--- src/sv/rtpd_pkg.sv ---
package rtpd_pkg;

  localparam int unsigned LengthBitsDefault = 16;
  localparam int unsigned QueueDepthDefault = 4;

  typedef enum logic [1:0] {
    ModeSingle,
    ModeStap,
    ModeFu,
    ModeDrop
  } mode_e;

  // FU-A uses PhaseLenHi for the FU header and PhaseBody for the fragment
  typedef enum logic [1:0] {
    PhaseLenHi,
    PhaseLenLo,
    PhaseBody,
    PhaseTail
  } phase_e;

  typedef enum logic [2:0] {
    StatusOk          = 3'd0,
    StatusEmpty       = 3'd1,
    StatusInvalid     = 3'd2,
    StatusUnsupported = 3'd3,
    StatusOverrun     = 3'd4
  } status_e;

  localparam logic [4:0] TypeSingleMax = 5'd23;
  localparam logic [4:0] TypeStapA     = 5'd24;
  localparam logic [4:0] TypeFuA       = 5'd28;
  localparam logic [4:0] TypeBad0      = 5'd30;
  localparam logic [4:0] TypeBad1      = 5'd31;

  localparam logic [7:0] NriMask       = 8'he0;
  localparam logic [7:0] TypeMask      = 8'h1f;
  localparam logic [7:0] StartCodeZero = 8'h00;
  localparam logic [7:0] StartCodeOne  = 8'h01;

  localparam logic KindByte   = 1'b0;
  localparam logic KindStatus = 1'b1;

  // result slots of one command: four start code bytes, payload byte, status
  localparam logic [2:0] PosFirstSc = 3'd0;
  localparam logic [2:0] PosLastSc  = 3'd3;
  localparam logic [2:0] PosByte    = 3'd4;
  localparam logic [2:0] PosStatus  = 3'd5;

  typedef struct packed {
    logic       start_code;
    logic       has_byte;
    logic [7:0] data;
    logic       has_status;
    status_e    status;
  } cmd_t;

endpackage

--- src/sv/rtpd_ifs.sv ---
interface rtpd_pkt_if;
  logic        valid;
  logic        ready;
  logic [7:0]  data_byte;
  logic        first_of_packet;
  logic [15:0] packet_length;

  modport source (output valid, data_byte, first_of_packet, packet_length, input ready);
  modport sink (input valid, data_byte, first_of_packet, packet_length, output ready);
endinterface

interface rtpd_strm_if;
  logic       valid;
  logic       ready;
  logic [7:0] out_byte;
  logic       result_kind;
  logic [2:0] packet_status;
  logic       last_of_run;

  modport source (output valid, out_byte, result_kind, packet_status, last_of_run,
                  input ready);
  modport sink (input valid, out_byte, result_kind, packet_status, last_of_run,
                output ready);
endinterface

--- src/sv/rtpd_front.sv ---
module rtpd_front import rtpd_pkg::*; #(
  parameter int unsigned LENGTH_BITS = LengthBitsDefault
) (
  input  logic        clk_i,
  input  logic        rst_ni,
  rtpd_pkt_if.sink    pkt_i,
  output cmd_t        cmd_o,
  output logic        cmd_valid_o,
  input  logic        cmd_ready_i
);

  mode_e                  mode_q, mode_d;
  phase_e                 phase_q, phase_d;
  status_e                status_q, status_d;
  logic [LENGTH_BITS-1:0] bytes_left_q, bytes_left_d;
  logic [LENGTH_BITS-1:0] unit_left_q, unit_left_d;
  logic [7:0]             len_hi_q, len_hi_d;
  logic [7:0]             fu_ind_q, fu_ind_d;

  logic                   acc;
  logic [7:0]             b;
  logic [4:0]             hdr_type;
  logic [LENGTH_BITS-1:0] len;
  logic [LENGTH_BITS-1:0] len_m1;
  logic [LENGTH_BITS-1:0] left_m1;
  logic [15:0]            unit_size;
  logic                   size_fits;

  assign pkt_i.ready = cmd_ready_i;
  assign acc         = pkt_i.valid && cmd_ready_i;
  assign b           = pkt_i.data_byte;
  assign hdr_type    = b[4:0];
  assign len         = pkt_i.packet_length[LENGTH_BITS-1:0];
  assign len_m1      = len - LENGTH_BITS'(1);
  assign left_m1     = bytes_left_q - LENGTH_BITS'(1);
  assign unit_size   = {len_hi_q, b};
  assign size_fits   = unit_size <= 16'(left_m1);

  // next state
  always_comb begin
    mode_d       = mode_q;
    phase_d      = phase_q;
    status_d     = status_q;
    bytes_left_d = bytes_left_q;
    unit_left_d  = unit_left_q;
    len_hi_d     = len_hi_q;
    fu_ind_d     = fu_ind_q;
    if (acc) begin
      if (pkt_i.first_of_packet) begin
        status_d = StatusOk;
        if (len == '0) begin
          bytes_left_d = '0;
          mode_d       = ModeSingle;
        end else begin
          bytes_left_d = len_m1;
          phase_d      = PhaseLenHi;
          unit_left_d  = '0;
          unique case (hdr_type) inside
            [5'd0:TypeSingleMax]: mode_d = ModeSingle;
            TypeStapA:            mode_d = ModeStap;
            TypeFuA: begin
              if (len < LENGTH_BITS'(3)) begin
                mode_d   = ModeDrop;
                status_d = StatusInvalid;
              end else begin
                mode_d   = ModeFu;
                fu_ind_d = b;
              end
            end
            TypeBad0, TypeBad1: begin
              mode_d   = ModeDrop;
              status_d = StatusInvalid;
            end
            default: begin
              mode_d   = ModeDrop;
              status_d = StatusUnsupported;
            end
          endcase
        end
      end else if (bytes_left_q != '0) begin
        bytes_left_d = left_m1;
        unique case (mode_q)
          ModeStap: begin
            unique case (phase_q)
              PhaseLenHi: begin
                if (bytes_left_q <= LENGTH_BITS'(2)) begin
                  phase_d = PhaseTail;
                end else begin
                  len_hi_d = b;
                  phase_d  = PhaseLenLo;
                end
              end
              PhaseLenLo: begin
                if (size_fits) begin
                  unit_left_d = unit_size[LENGTH_BITS-1:0];
                  phase_d     = (unit_size != '0) ? PhaseBody : PhaseLenHi;
                end else begin
                  status_d = StatusOverrun;
                  mode_d   = ModeDrop;
                end
              end
              PhaseBody: begin
                unit_left_d = unit_left_q - LENGTH_BITS'(1);
                if (unit_left_q == LENGTH_BITS'(1)) begin
                  phase_d = PhaseLenHi;
                end
              end
              PhaseTail: ;
            endcase
          end
          ModeFu: begin
            if (phase_q == PhaseLenHi) begin
              phase_d = PhaseBody;
            end
          end
          ModeSingle, ModeDrop: ;
        endcase
      end
    end
  end

  // command for the back end
  always_comb begin
    cmd_o = '0;
    if (acc) begin
      if (pkt_i.first_of_packet) begin
        if (len == '0) begin
          cmd_o.has_status = 1'b1;
          cmd_o.status     = StatusEmpty;
        end else begin
          if (hdr_type <= TypeSingleMax) begin
            cmd_o.start_code = 1'b1;
            cmd_o.has_byte   = 1'b1;
            cmd_o.data       = b;
          end
          cmd_o.has_status = (len_m1 == '0);
          cmd_o.status     = status_d;
        end
      end else if (bytes_left_q != '0) begin
        case (mode_q)
          ModeSingle: begin
            cmd_o.has_byte = 1'b1;
            cmd_o.data     = b;
          end
          ModeStap: begin
            if (phase_q == PhaseLenLo && size_fits) begin
              cmd_o.start_code = 1'b1;
            end else if (phase_q == PhaseBody) begin
              cmd_o.has_byte = 1'b1;
              cmd_o.data     = b;
            end
          end
          ModeFu: begin
            if (phase_q == PhaseLenHi) begin
              // rebuilt NAL header: NRI from the indicator, type from the FU header
              if (b[7]) begin
                cmd_o.start_code = 1'b1;
                cmd_o.has_byte   = 1'b1;
                cmd_o.data       = (fu_ind_q & NriMask) | (b & TypeMask);
              end
            end else begin
              cmd_o.has_byte = 1'b1;
              cmd_o.data     = b;
            end
          end
          default: ;
        endcase
        cmd_o.has_status = (left_m1 == '0);
        cmd_o.status     = status_d;
      end
    end
  end

  assign cmd_valid_o = acc && (cmd_o.start_code || cmd_o.has_byte || cmd_o.has_status);

  always_ff @(posedge clk_i or negedge rst_ni) begin
    if (!rst_ni) begin
      mode_q       <= ModeSingle;
      phase_q      <= PhaseLenHi;
      status_q     <= StatusOk;
      bytes_left_q <= '0;
      unit_left_q  <= '0;
      len_hi_q     <= '0;
      fu_ind_q     <= '0;
    end else begin
      mode_q       <= mode_d;
      phase_q      <= phase_d;
      status_q     <= status_d;
      bytes_left_q <= bytes_left_d;
      unit_left_q  <= unit_left_d;
      len_hi_q     <= len_hi_d;
      fu_ind_q     <= fu_ind_d;
    end
  end

endmodule

--- src/sv/rtpd_queue.sv ---
module rtpd_queue import rtpd_pkg::*; #(
  parameter int unsigned DEPTH = QueueDepthDefault
) (
  input  logic clk_i,
  input  logic rst_ni,
  input  logic push_i,
  input  cmd_t cmd_i,
  output logic full_o,
  input  logic pop_i,
  output cmd_t cmd_o,
  output logic empty_o
);

  localparam int unsigned PtrW = (DEPTH > 1) ? $clog2(DEPTH) : 1;
  localparam int unsigned CntW = $clog2(DEPTH + 1);

  cmd_t            mem_q [DEPTH];
  logic [PtrW-1:0] wr_q, wr_d;
  logic [PtrW-1:0] rd_q, rd_d;
  logic [CntW-1:0] count_q, count_d;

  assign full_o  = (count_q == CntW'(DEPTH));
  assign empty_o = (count_q == '0);
  assign cmd_o   = mem_q[rd_q];

  always_comb begin
    wr_d    = wr_q;
    rd_d    = rd_q;
    count_d = count_q;
    if (push_i) begin
      wr_d = (wr_q == PtrW'(DEPTH - 1)) ? '0 : wr_q + PtrW'(1);
    end
    if (pop_i) begin
      rd_d = (rd_q == PtrW'(DEPTH - 1)) ? '0 : rd_q + PtrW'(1);
    end
    if (push_i && !pop_i) begin
      count_d = count_q + CntW'(1);
    end else if (pop_i && !push_i) begin
      count_d = count_q - CntW'(1);
    end
  end

  always_ff @(posedge clk_i) begin
    if (push_i) begin
      mem_q[wr_q] <= cmd_i;
    end
  end

  always_ff @(posedge clk_i or negedge rst_ni) begin
    if (!rst_ni) begin
      wr_q    <= '0;
      rd_q    <= '0;
      count_q <= '0;
    end else begin
      wr_q    <= wr_d;
      rd_q    <= rd_d;
      count_q <= count_d;
    end
  end

  a_count_bound: assert property (@(posedge clk_i) disable iff (!rst_ni)
    count_q <= CntW'(DEPTH)) else $error("queue count beyond depth");

  a_no_push_full: assert property (@(posedge clk_i) disable iff (!rst_ni)
    push_i |-> !full_o) else $error("push into full queue");

  a_push_grows: assert property (@(posedge clk_i) disable iff (!rst_ni)
    (push_i && !pop_i) |=> count_q == $past(count_q) + CntW'(1))
    else $error("queue count did not grow on push");

endmodule

--- src/sv/rtpd_back.sv ---
module rtpd_back import rtpd_pkg::*; (
  input  logic        clk_i,
  input  logic        rst_ni,
  input  cmd_t        cmd_i,
  input  logic        cmd_empty_i,
  output logic        cmd_pop_o,
  rtpd_strm_if.source strm_o
);

  cmd_t       cmd_q, cmd_d;
  logic       cur_valid_q, cur_valid_d;
  logic [2:0] pos_q, pos_d;
  logic       out_valid_q, out_valid_d;
  logic [7:0] out_byte_q, out_byte_d;
  logic       kind_q, kind_d;
  status_e    status_q, status_d;
  logic       last_q, last_d;

  logic       out_adv;
  logic       emit;
  logic       is_last;
  logic [2:0] next_pos;
  logic [2:0] first_pos;

  assign out_adv = !out_valid_q || strm_o.ready;
  assign emit    = cur_valid_q && out_adv;

  assign is_last = (pos_q == PosStatus)
                || (pos_q == PosByte && !cmd_q.has_status)
                || (pos_q == PosLastSc && !cmd_q.has_byte && !cmd_q.has_status);

  always_comb begin
    if (pos_q < PosLastSc) begin
      next_pos = pos_q + 3'd1;
    end else if (pos_q == PosLastSc && cmd_q.has_byte) begin
      next_pos = PosByte;
    end else begin
      next_pos = PosStatus;
    end
  end

  assign first_pos = cmd_i.start_code ? PosFirstSc :
                     cmd_i.has_byte   ? PosByte    : PosStatus;

  assign cmd_pop_o = !cmd_empty_i && (!cur_valid_q || (emit && is_last));

  always_comb begin
    cmd_d       = cmd_q;
    pos_d       = pos_q;
    cur_valid_d = cur_valid_q;
    if (emit) begin
      if (is_last) begin
        cur_valid_d = 1'b0;
      end else begin
        pos_d = next_pos;
      end
    end
    if (cmd_pop_o) begin
      cmd_d       = cmd_i;
      pos_d       = first_pos;
      cur_valid_d = 1'b1;
    end
  end

  always_comb begin
    out_byte_d = StartCodeZero;
    kind_d     = KindByte;
    status_d   = StatusOk;
    last_d     = is_last;
    if (pos_q == PosLastSc) begin
      out_byte_d = StartCodeOne;
    end else if (pos_q == PosByte) begin
      out_byte_d = cmd_q.data;
    end else if (pos_q == PosStatus) begin
      kind_d   = KindStatus;
      status_d = cmd_q.status;
    end
    out_valid_d = out_adv ? emit : out_valid_q;
  end

  always_ff @(posedge clk_i) begin
    if (emit) begin
      out_byte_q <= out_byte_d;
      kind_q     <= kind_d;
      status_q   <= status_d;
      last_q     <= last_d;
    end
    if (cmd_pop_o) begin
      cmd_q <= cmd_d;
    end
  end

  always_ff @(posedge clk_i or negedge rst_ni) begin
    if (!rst_ni) begin
      cur_valid_q <= 1'b0;
      pos_q       <= PosFirstSc;
      out_valid_q <= 1'b0;
    end else begin
      cur_valid_q <= cur_valid_d;
      pos_q       <= pos_d;
      out_valid_q <= out_valid_d;
    end
  end

  assign strm_o.valid         = out_valid_q;
  assign strm_o.out_byte      = out_byte_q;
  assign strm_o.result_kind   = kind_q;
  assign strm_o.packet_status = status_q;
  assign strm_o.last_of_run   = last_q;

  a_pos_range: assert property (@(posedge clk_i) disable iff (!rst_ni)
    cur_valid_q |-> pos_q <= PosStatus) else $error("result slot out of range");

  a_status_last: assert property (@(posedge clk_i) disable iff (!rst_ni)
    (strm_o.valid && strm_o.result_kind == KindStatus) |-> strm_o.last_of_run)
    else $error("status result not last of its run");

endmodule

--- src/sv/rtp_h264_depacketizer_unit.sv ---
// RTP H.264 depacketizer (non-interleaved mode) emitting an Annex B byte stream.
// Payload bytes come in one per request on pkt_i, with first_of_packet and
// packet_length on the first byte of each packet; results go out on strm_o, one
// per request: stream bytes (result_kind 0) and one status per packet
// (result_kind 1) on that packet's last byte. The front end accepts one byte per
// cycle while the command queue has room and classifies it into a command (start
// code, byte, status); a QUEUE_DEPTH-entry command queue decouples it from the
// back end, which issues one result per cycle while strm_o is ready. A byte that
// opens a NAL unit yields up to six results, so the sustained input rate is one
// byte per cycle for pass-through data and is set by the one-result-per-cycle
// output port around start codes. Results pass the queue, a command register and
// the output register. Only the low LENGTH_BITS bits of packet_length are used.
module rtp_h264_depacketizer_unit import rtpd_pkg::*; #(
  parameter int unsigned LENGTH_BITS = LengthBitsDefault,
  parameter int unsigned QUEUE_DEPTH = QueueDepthDefault
) (
  input  logic        clk_i,
  input  logic        rst_ni,
  rtpd_pkt_if.sink    pkt_i,
  rtpd_strm_if.source strm_o
);

  cmd_t front_cmd;
  logic front_valid;
  logic q_full;
  cmd_t q_cmd;
  logic q_empty;
  logic q_pop;

  rtpd_front #(
    .LENGTH_BITS(LENGTH_BITS)
  ) u_front (
    .clk_i      (clk_i),
    .rst_ni     (rst_ni),
    .pkt_i      (pkt_i),
    .cmd_o      (front_cmd),
    .cmd_valid_o(front_valid),
    .cmd_ready_i(!q_full)
  );

  rtpd_queue #(
    .DEPTH(QUEUE_DEPTH)
  ) u_queue (
    .clk_i  (clk_i),
    .rst_ni (rst_ni),
    .push_i (front_valid),
    .cmd_i  (front_cmd),
    .full_o (q_full),
    .pop_i  (q_pop),
    .cmd_o  (q_cmd),
    .empty_o(q_empty)
  );

  rtpd_back u_back (
    .clk_i      (clk_i),
    .rst_ni     (rst_ni),
    .cmd_i      (q_cmd),
    .cmd_empty_i(q_empty),
    .cmd_pop_o  (q_pop),
    .strm_o     (strm_o)
  );

endmodule
--- src/flat_wrapper.sv ---
// flat-port wrapper written by rule: the top's interface ports become plain ports
module rtp_h264_depacketizer_unit_flat import rtpd_pkg::*;
#(
  parameter int unsigned LENGTH_BITS = LengthBitsDefault,
  parameter int unsigned QUEUE_DEPTH = QueueDepthDefault
)
  (clk_i, rst_ni, pkt_i_valid, pkt_i_data_byte, pkt_i_first_of_packet, pkt_i_packet_length, pkt_i_ready, strm_o_valid, strm_o_out_byte, strm_o_result_kind, strm_o_packet_status, strm_o_last_of_run, strm_o_ready);
  rtpd_pkt_if pkt_i_i ();
  rtpd_strm_if strm_o_i ();
  input  logic clk_i;
  input  logic rst_ni;
  input wire logic [$bits(pkt_i_i.valid)-1:0] pkt_i_valid;
  input wire logic [$bits(pkt_i_i.data_byte)-1:0] pkt_i_data_byte;
  input wire logic [$bits(pkt_i_i.first_of_packet)-1:0] pkt_i_first_of_packet;
  input wire logic [$bits(pkt_i_i.packet_length)-1:0] pkt_i_packet_length;
  output wire logic [$bits(pkt_i_i.ready)-1:0] pkt_i_ready;
  output wire logic [$bits(strm_o_i.valid)-1:0] strm_o_valid;
  output wire logic [$bits(strm_o_i.out_byte)-1:0] strm_o_out_byte;
  output wire logic [$bits(strm_o_i.result_kind)-1:0] strm_o_result_kind;
  output wire logic [$bits(strm_o_i.packet_status)-1:0] strm_o_packet_status;
  output wire logic [$bits(strm_o_i.last_of_run)-1:0] strm_o_last_of_run;
  input wire logic [$bits(strm_o_i.ready)-1:0] strm_o_ready;
  assign pkt_i_i.valid = pkt_i_valid;
  assign pkt_i_i.data_byte = pkt_i_data_byte;
  assign pkt_i_i.first_of_packet = pkt_i_first_of_packet;
  assign pkt_i_i.packet_length = pkt_i_packet_length;
  assign pkt_i_ready = pkt_i_i.ready;
  assign strm_o_valid = strm_o_i.valid;
  assign strm_o_out_byte = strm_o_i.out_byte;
  assign strm_o_result_kind = strm_o_i.result_kind;
  assign strm_o_packet_status = strm_o_i.packet_status;
  assign strm_o_last_of_run = strm_o_i.last_of_run;
  assign strm_o_i.ready = strm_o_ready;
  rtp_h264_depacketizer_unit #(.LENGTH_BITS(LENGTH_BITS), .QUEUE_DEPTH(QUEUE_DEPTH)) u_core (.clk_i(clk_i), .rst_ni(rst_ni), .pkt_i(pkt_i_i), .strm_o(strm_o_i));
endmodule
--- config.mk ---
export PLATFORM = sky130hd
export DESIGN_NAME = rtp_h264_depacketizer_unit_flat
export DESIGN_NICKNAME = d
export VERILOG_FILES = /design/src/sv/rtpd_pkg.sv /design/src/sv/rtpd_ifs.sv /design/src/sv/rtpd_front.sv /design/src/sv/rtpd_queue.sv /design/src/sv/rtpd_back.sv /design/src/sv/rtp_h264_depacketizer_unit.sv /design/src/flat_wrapper.sv
export SDC_FILE = /design/constraint.sdc
export NUM_CORES = 1
export LEC_CHECK = 0
export BUFFER_PORTS_ARGS = -buffer_cell sky130_fd_sc_hd__buf_2
export CAP_MARGIN = 20
export CORE_MARGIN = 2
export CORE_UTILIZATION = 55
export DETAILED_ROUTE_END_ITERATION = 8
export PLACE_DENSITY_LB_ADDON = 0.3
export SLEW_MARGIN = 5
export SYNTH_ARGS = -nofsm -noshare
export SYNTH_HDL_FRONTEND = slang
export SYNTH_SLANG_ARGS = --single-unit
--- constraint.sdc ---
create_clock -name clk_i -period 16.2 [get_ports clk_i]
set_input_delay 2.43 -clock clk_i [delete_from_list [all_inputs] [get_ports clk_i]]
set_output_delay 2.43 -clock clk_i [all_outputs]
set_load 0.005 [all_outputs]
==> impl_results.md <==
* Mean cell area of the mapped netlist at 10.84 um^2
* Post-Layout Inst Area at 0.009027 mm^2
* Syn Nets at 822
* Biggest cell delay along the critical path at 0.60 ns
* Length of the first detailed-routing pass in iterations at 4
* Antenna cell count at 0
* Status: completed
* Required time of the critical path at 16.53 ns
* Pin count of the biggest net entering global routing at 63
* Die Area at 0.01577 mm^2
* Placed Instance Area at 0.008478 mm^2
* Largest fanout of any net on the critical path at 7
* Kind of start point of the critical path: register
* Class of the most critical setup path: register to register
* Delay-heaviest family, CP: simple AND/OR/NAND/NOR gates
* Share of the clock period used by the worst path after layout at 0.3760
* Number of failing hold endpoints at the final stage at 0
* Final-report setup violation count at 0
* Placeable core region at 0.01448 mm^2
* Slew at the pin with the worst max-slew slack at 0.9918 ns
* Total power density per cell area at 181.3 mW/mm^2
* Count of clock tree sinks at 144
* Most frequent cells in the layout: 82 x sky130_fd_sc_hd__edfxtp_1, 62 x sky130_fd_sc_hd__dfrtp_1, 59 x sky130_fd_sc_hd__o21ai_0
* Final min period at 6.091 ns
* Post-detailed-placement half-perimeter wirelength at 14360 um
* Hold buffer count at CTS at 0
* Buffer count from post-CTS setup fixing at 0
* Library cell contributing the largest single delay on the critical path: sky130_fd_sc_hd__nor4b_1
* Number of buffer and inverter instances along the worst setup path at 4
* Detailed router's first-iteration violation count at 517
* Number of buffers added on ports at 43
* Final weighted congestion in routability-driven placement at 0.9921
* Number of instances in the synthesized netlist at 750
* Effective utilization at floorplan at 0.5615
* Portion of total power attributed to the clock network at 0.221
* Arrival time at the worst endpoint at 6.42 ns
* TritonCTS Buffers at 17
* Cell type contributing the most total cell area after synthesis: sky130_fd_sc_hd__edfxtp_1
* Routed vias/inst at 6.242
* DRC errors left at 0
* Antenna violations before repair at 0
* Multi-input logic area at 0.003805 mm^2
* Pre-CTS worst setup slack at 10.01 ns
* Slew margin rel. at 0.3327
* Top cells by area, synth: sky130_fd_sc_hd__edfxtp_1 30%, sky130_fd_sc_hd__dfrtp_1 19%, sky130_fd_sc_hd__ha_1 6.5%, sky130_fd_sc_hd__mux4_2 3.9%, sky130_fd_sc_hd__o21ai_0 3.6%
* Post-Route Hold Slack at 0.4985 ns
* Post-synthesis register bit count at 144
* Total negative setup slack at 0 ns
* Worst Clk Skew at 0.01018 ns
* Slew Viols, Final at 0
* Net count reported at finish at 855
* Routed wire length at 19650 um
* Switching Power at 643.1 uW
* Overflow left after global routing at 0
* Number of warnings issued by yosys at 0
* # rows at 44
* Detail-routed net length per standard cell at 20.05 um
* Sequential cell area at 0.004014 mm^2
* Fraction of final layout cells sized beyond drive strength 1 at 0.1570
* Clk_lat worst skew at 0.42 ns
* Overall global routing resource usage at 0.2575
* Fraction of synthesized cell area taken by the top area cell type at 0.3029
* Cell area after technology mapping at 0.008130 mm^2
* Setup repair after global routing missed its margin: no
* Final critical-path setup slack at 10.11 ns
* Horiz. Die Dim at 125.6 um
* Setup crit end kind: register
* Antenna viol nets, final at 0
* Internal power at 993.8 uW
* Number of global-route vias before repair at 6044
* Maximum Capacitance Violations at 0
* Post-synthesis sequential area ratio at 0.4937
* Reported leakage power at 3.568 nW
* Ordered cell list for the critical path: inv_1, ha_1, or3b_2, or4_4, or4b_4, xnor2_2, inv_1, ha_1, a21oi_1, nand2_1, a21oi_1, nor4b_1, or2_2, a31oi_1, o311a_4, inv_1, ha_1, inv_1, fa_1, xor2_1, nor2_1, xor2_1
* Switching portion of total power at 0.3929
* Combinational fraction of design power at 0.390
* Max Root-Sink Buffers at 2
* Signed area change from the synthesized netlist to the final layout at 11.03%
* Clock Root Buffer: sky130_fd_sc_hd__clkbuf_16
* EDFF count, synth at 82
* Number of distinct library cells after synthesis at 71
* Most common cell after layout, fill and taps aside: sky130_fd_sc_hd__edfxtp_1
* Flip-flop cell with the highest count after synthesis: sky130_fd_sc_hd__edfxtp_1
* Via count of the routed design at 6117
* Sequential share of power at 0.389
* PostCTS Resize Cnt at 0
* HP Class: register to register
* Clock slew seen by the registers of the worst setup and hold paths at 0.06 ns
* Post-synth ARST share at 0.4306
* Chip height at 125.6 um
* Clock tree from TritonCTS: done
* IR drop worst, VDD at 0.00008822 V
* Max Fclk at 164.2 MHz
* First-pass GRT wire length at 31930 um
* H-tree lvl count at 4
* Top-Level Pins at 44
* Most frequent CP cell: sky130_fd_sc_hd__inv_1
* Fillcell total at 1120
cell type report:
type                       instances  area share
sequential                       144      0.4446
timing repair buffer              52     0.03174
multi-input combinational        530      0.4215
inverter                          38     0.01580
clock buffer                      17     0.04712
tap                              184     0.02550
clock inverter                    15     0.01372
metal layers:
layer | GRT usage | part of all wire | vias to the layer above
li1 | - | - | 2872
met1 | 0.3423 | 0.42 | 2999
met2 | 0.4232 | 0.50 | 205
met3 | 0.04022 | 0.049 | 41
met4 | 0.1092 | 0.028 | 0
met5 | 0 | 0 | -
stage by stage:
| step | std cells | utilization | power, mW |
|---|---|---|---|
| global route | 980 | 0.6235 | 1.743 |
| CTS | 980 | 0.6235 | 1.641 |
| floorplan | 750 | - | 1.078 |
| finish | 980 | 0.6235 | 1.637 |
| global placement | 947 | 0.5848 | 1.237 |
| detailed placement | 948 | 0.5856 | 1.273 |
kinds of logic (layout without fill, tap and decap cells):
family	count (synthesis)	count (layout)	share of synthesized area
AND/OR/NAND/NOR	246	246	0.1620
multiplexers	36	36	0.06802
buffers and inverters	76	122	0.03832
flip-flops	144	144	0.4937
adder cells (fa/ha/maj)	43	43	0.06710
AO/OA/AOI/OAI	176	176	0.1387
XOR/XNOR	29	29	0.03216
synthesized netlist by cell type (4+ instances only):
master	number
sky130_fd_sc_hd__a31oi_1	12
sky130_fd_sc_hd__or4_1	4
sky130_fd_sc_hd__clkbuf_1	30
sky130_fd_sc_hd__xor2_1	6
sky130_fd_sc_hd__nand4b_1	5
sky130_fd_sc_hd__nor4_1	14
sky130_fd_sc_hd__inv_1	38
sky130_fd_sc_hd__nand3_1	11
sky130_fd_sc_hd__o21ai_0	59
sky130_fd_sc_hd__xnor2_1	22
sky130_fd_sc_hd__ha_1	42
sky130_fd_sc_hd__o22ai_1	7
sky130_fd_sc_hd__a21oi_1	35
sky130_fd_sc_hd__nand3b_1	4
sky130_fd_sc_hd__mux2_2	12
sky130_fd_sc_hd__nor2_1	57
sky130_fd_sc_hd__mux4_2	14
sky130_fd_sc_hd__a21o_1	4
sky130_fd_sc_hd__nand2b_1	8
sky130_fd_sc_hd__and3_1	20
sky130_fd_sc_hd__nor3b_1	5
sky130_fd_sc_hd__o31ai_1	6
sky130_fd_sc_hd__and2_1	9
sky130_fd_sc_hd__nor2b_1	16
sky130_fd_sc_hd__nand2_1	41
sky130_fd_sc_hd__nor4b_1	4
sky130_fd_sc_hd__mux2i_1	8
sky130_fd_sc_hd__dfrtp_1	62
sky130_fd_sc_hd__nor3_1	26
sky130_fd_sc_hd__nand4_1	9
sky130_fd_sc_hd__o21a_1	10
sky130_fd_sc_hd__or2_2	4
sky130_fd_sc_hd__o211ai_1	4
sky130_fd_sc_hd__edfxtp_1	82
path summary, 6_finish.rpt:
check / endpoint / from / cells past startpoint / slack (ns)
max in group asynchronous: u_core.u_front.status_q[2]$_DFF_PN0_ / rst_ni / 2 / 13.45
max: u_core.u_queue.count_q[2]$_DFFE_PN0P_ / u_core.u_front.bytes_left_q[0]$_DFFE_PN0P_ / 22 / 10.11
max reg2reg: u_core.u_queue.count_q[2]$_DFFE_PN0P_ / u_core.u_front.bytes_left_q[0]$_DFFE_PN0P_ / 22 / 10.11
min in group asynchronous: u_core.u_front.bytes_left_q[12]$_DFFE_PN0P_ / rst_ni / 2 / 2.18
min reg2reg: u_core.u_front.status_q[0]$_DFF_PN0_ / u_core.u_front.status_q[0]$_DFF_PN0_ / 1 / 0.50
min: u_core.u_front.status_q[0]$_DFF_PN0_ / u_core.u_front.status_q[0]$_DFF_PN0_ / 1 / 0.50
power by group through the flow:
stage | registers (mW) | clock network (mW) | logic [mW]
after global routing | 0.655 | 0.383 | 0.705
after floorplan | 0.584 | 0 | 0.495
after CTS | 0.636 | 0.369 | 0.636
final | 0.637 | 0.362 | 0.638
after global placement | 0.635 | 0 | 0.602
after detailed placement | 0.642 | 0 | 0.631
registers in the layout, summed over array words and instances (netlist names), 8 cells and up:
register	count
u_core.u_back.cmd_q	13
u_core.u_back.strm_o.out_byte	8
u_core.u_front.bytes_left_q	16
u_core.u_front.len_hi_q	8
u_core.u_front.unit_left_q	16
u_core.u_queue.mem_q	56
(Power assumes the default switching activity.)
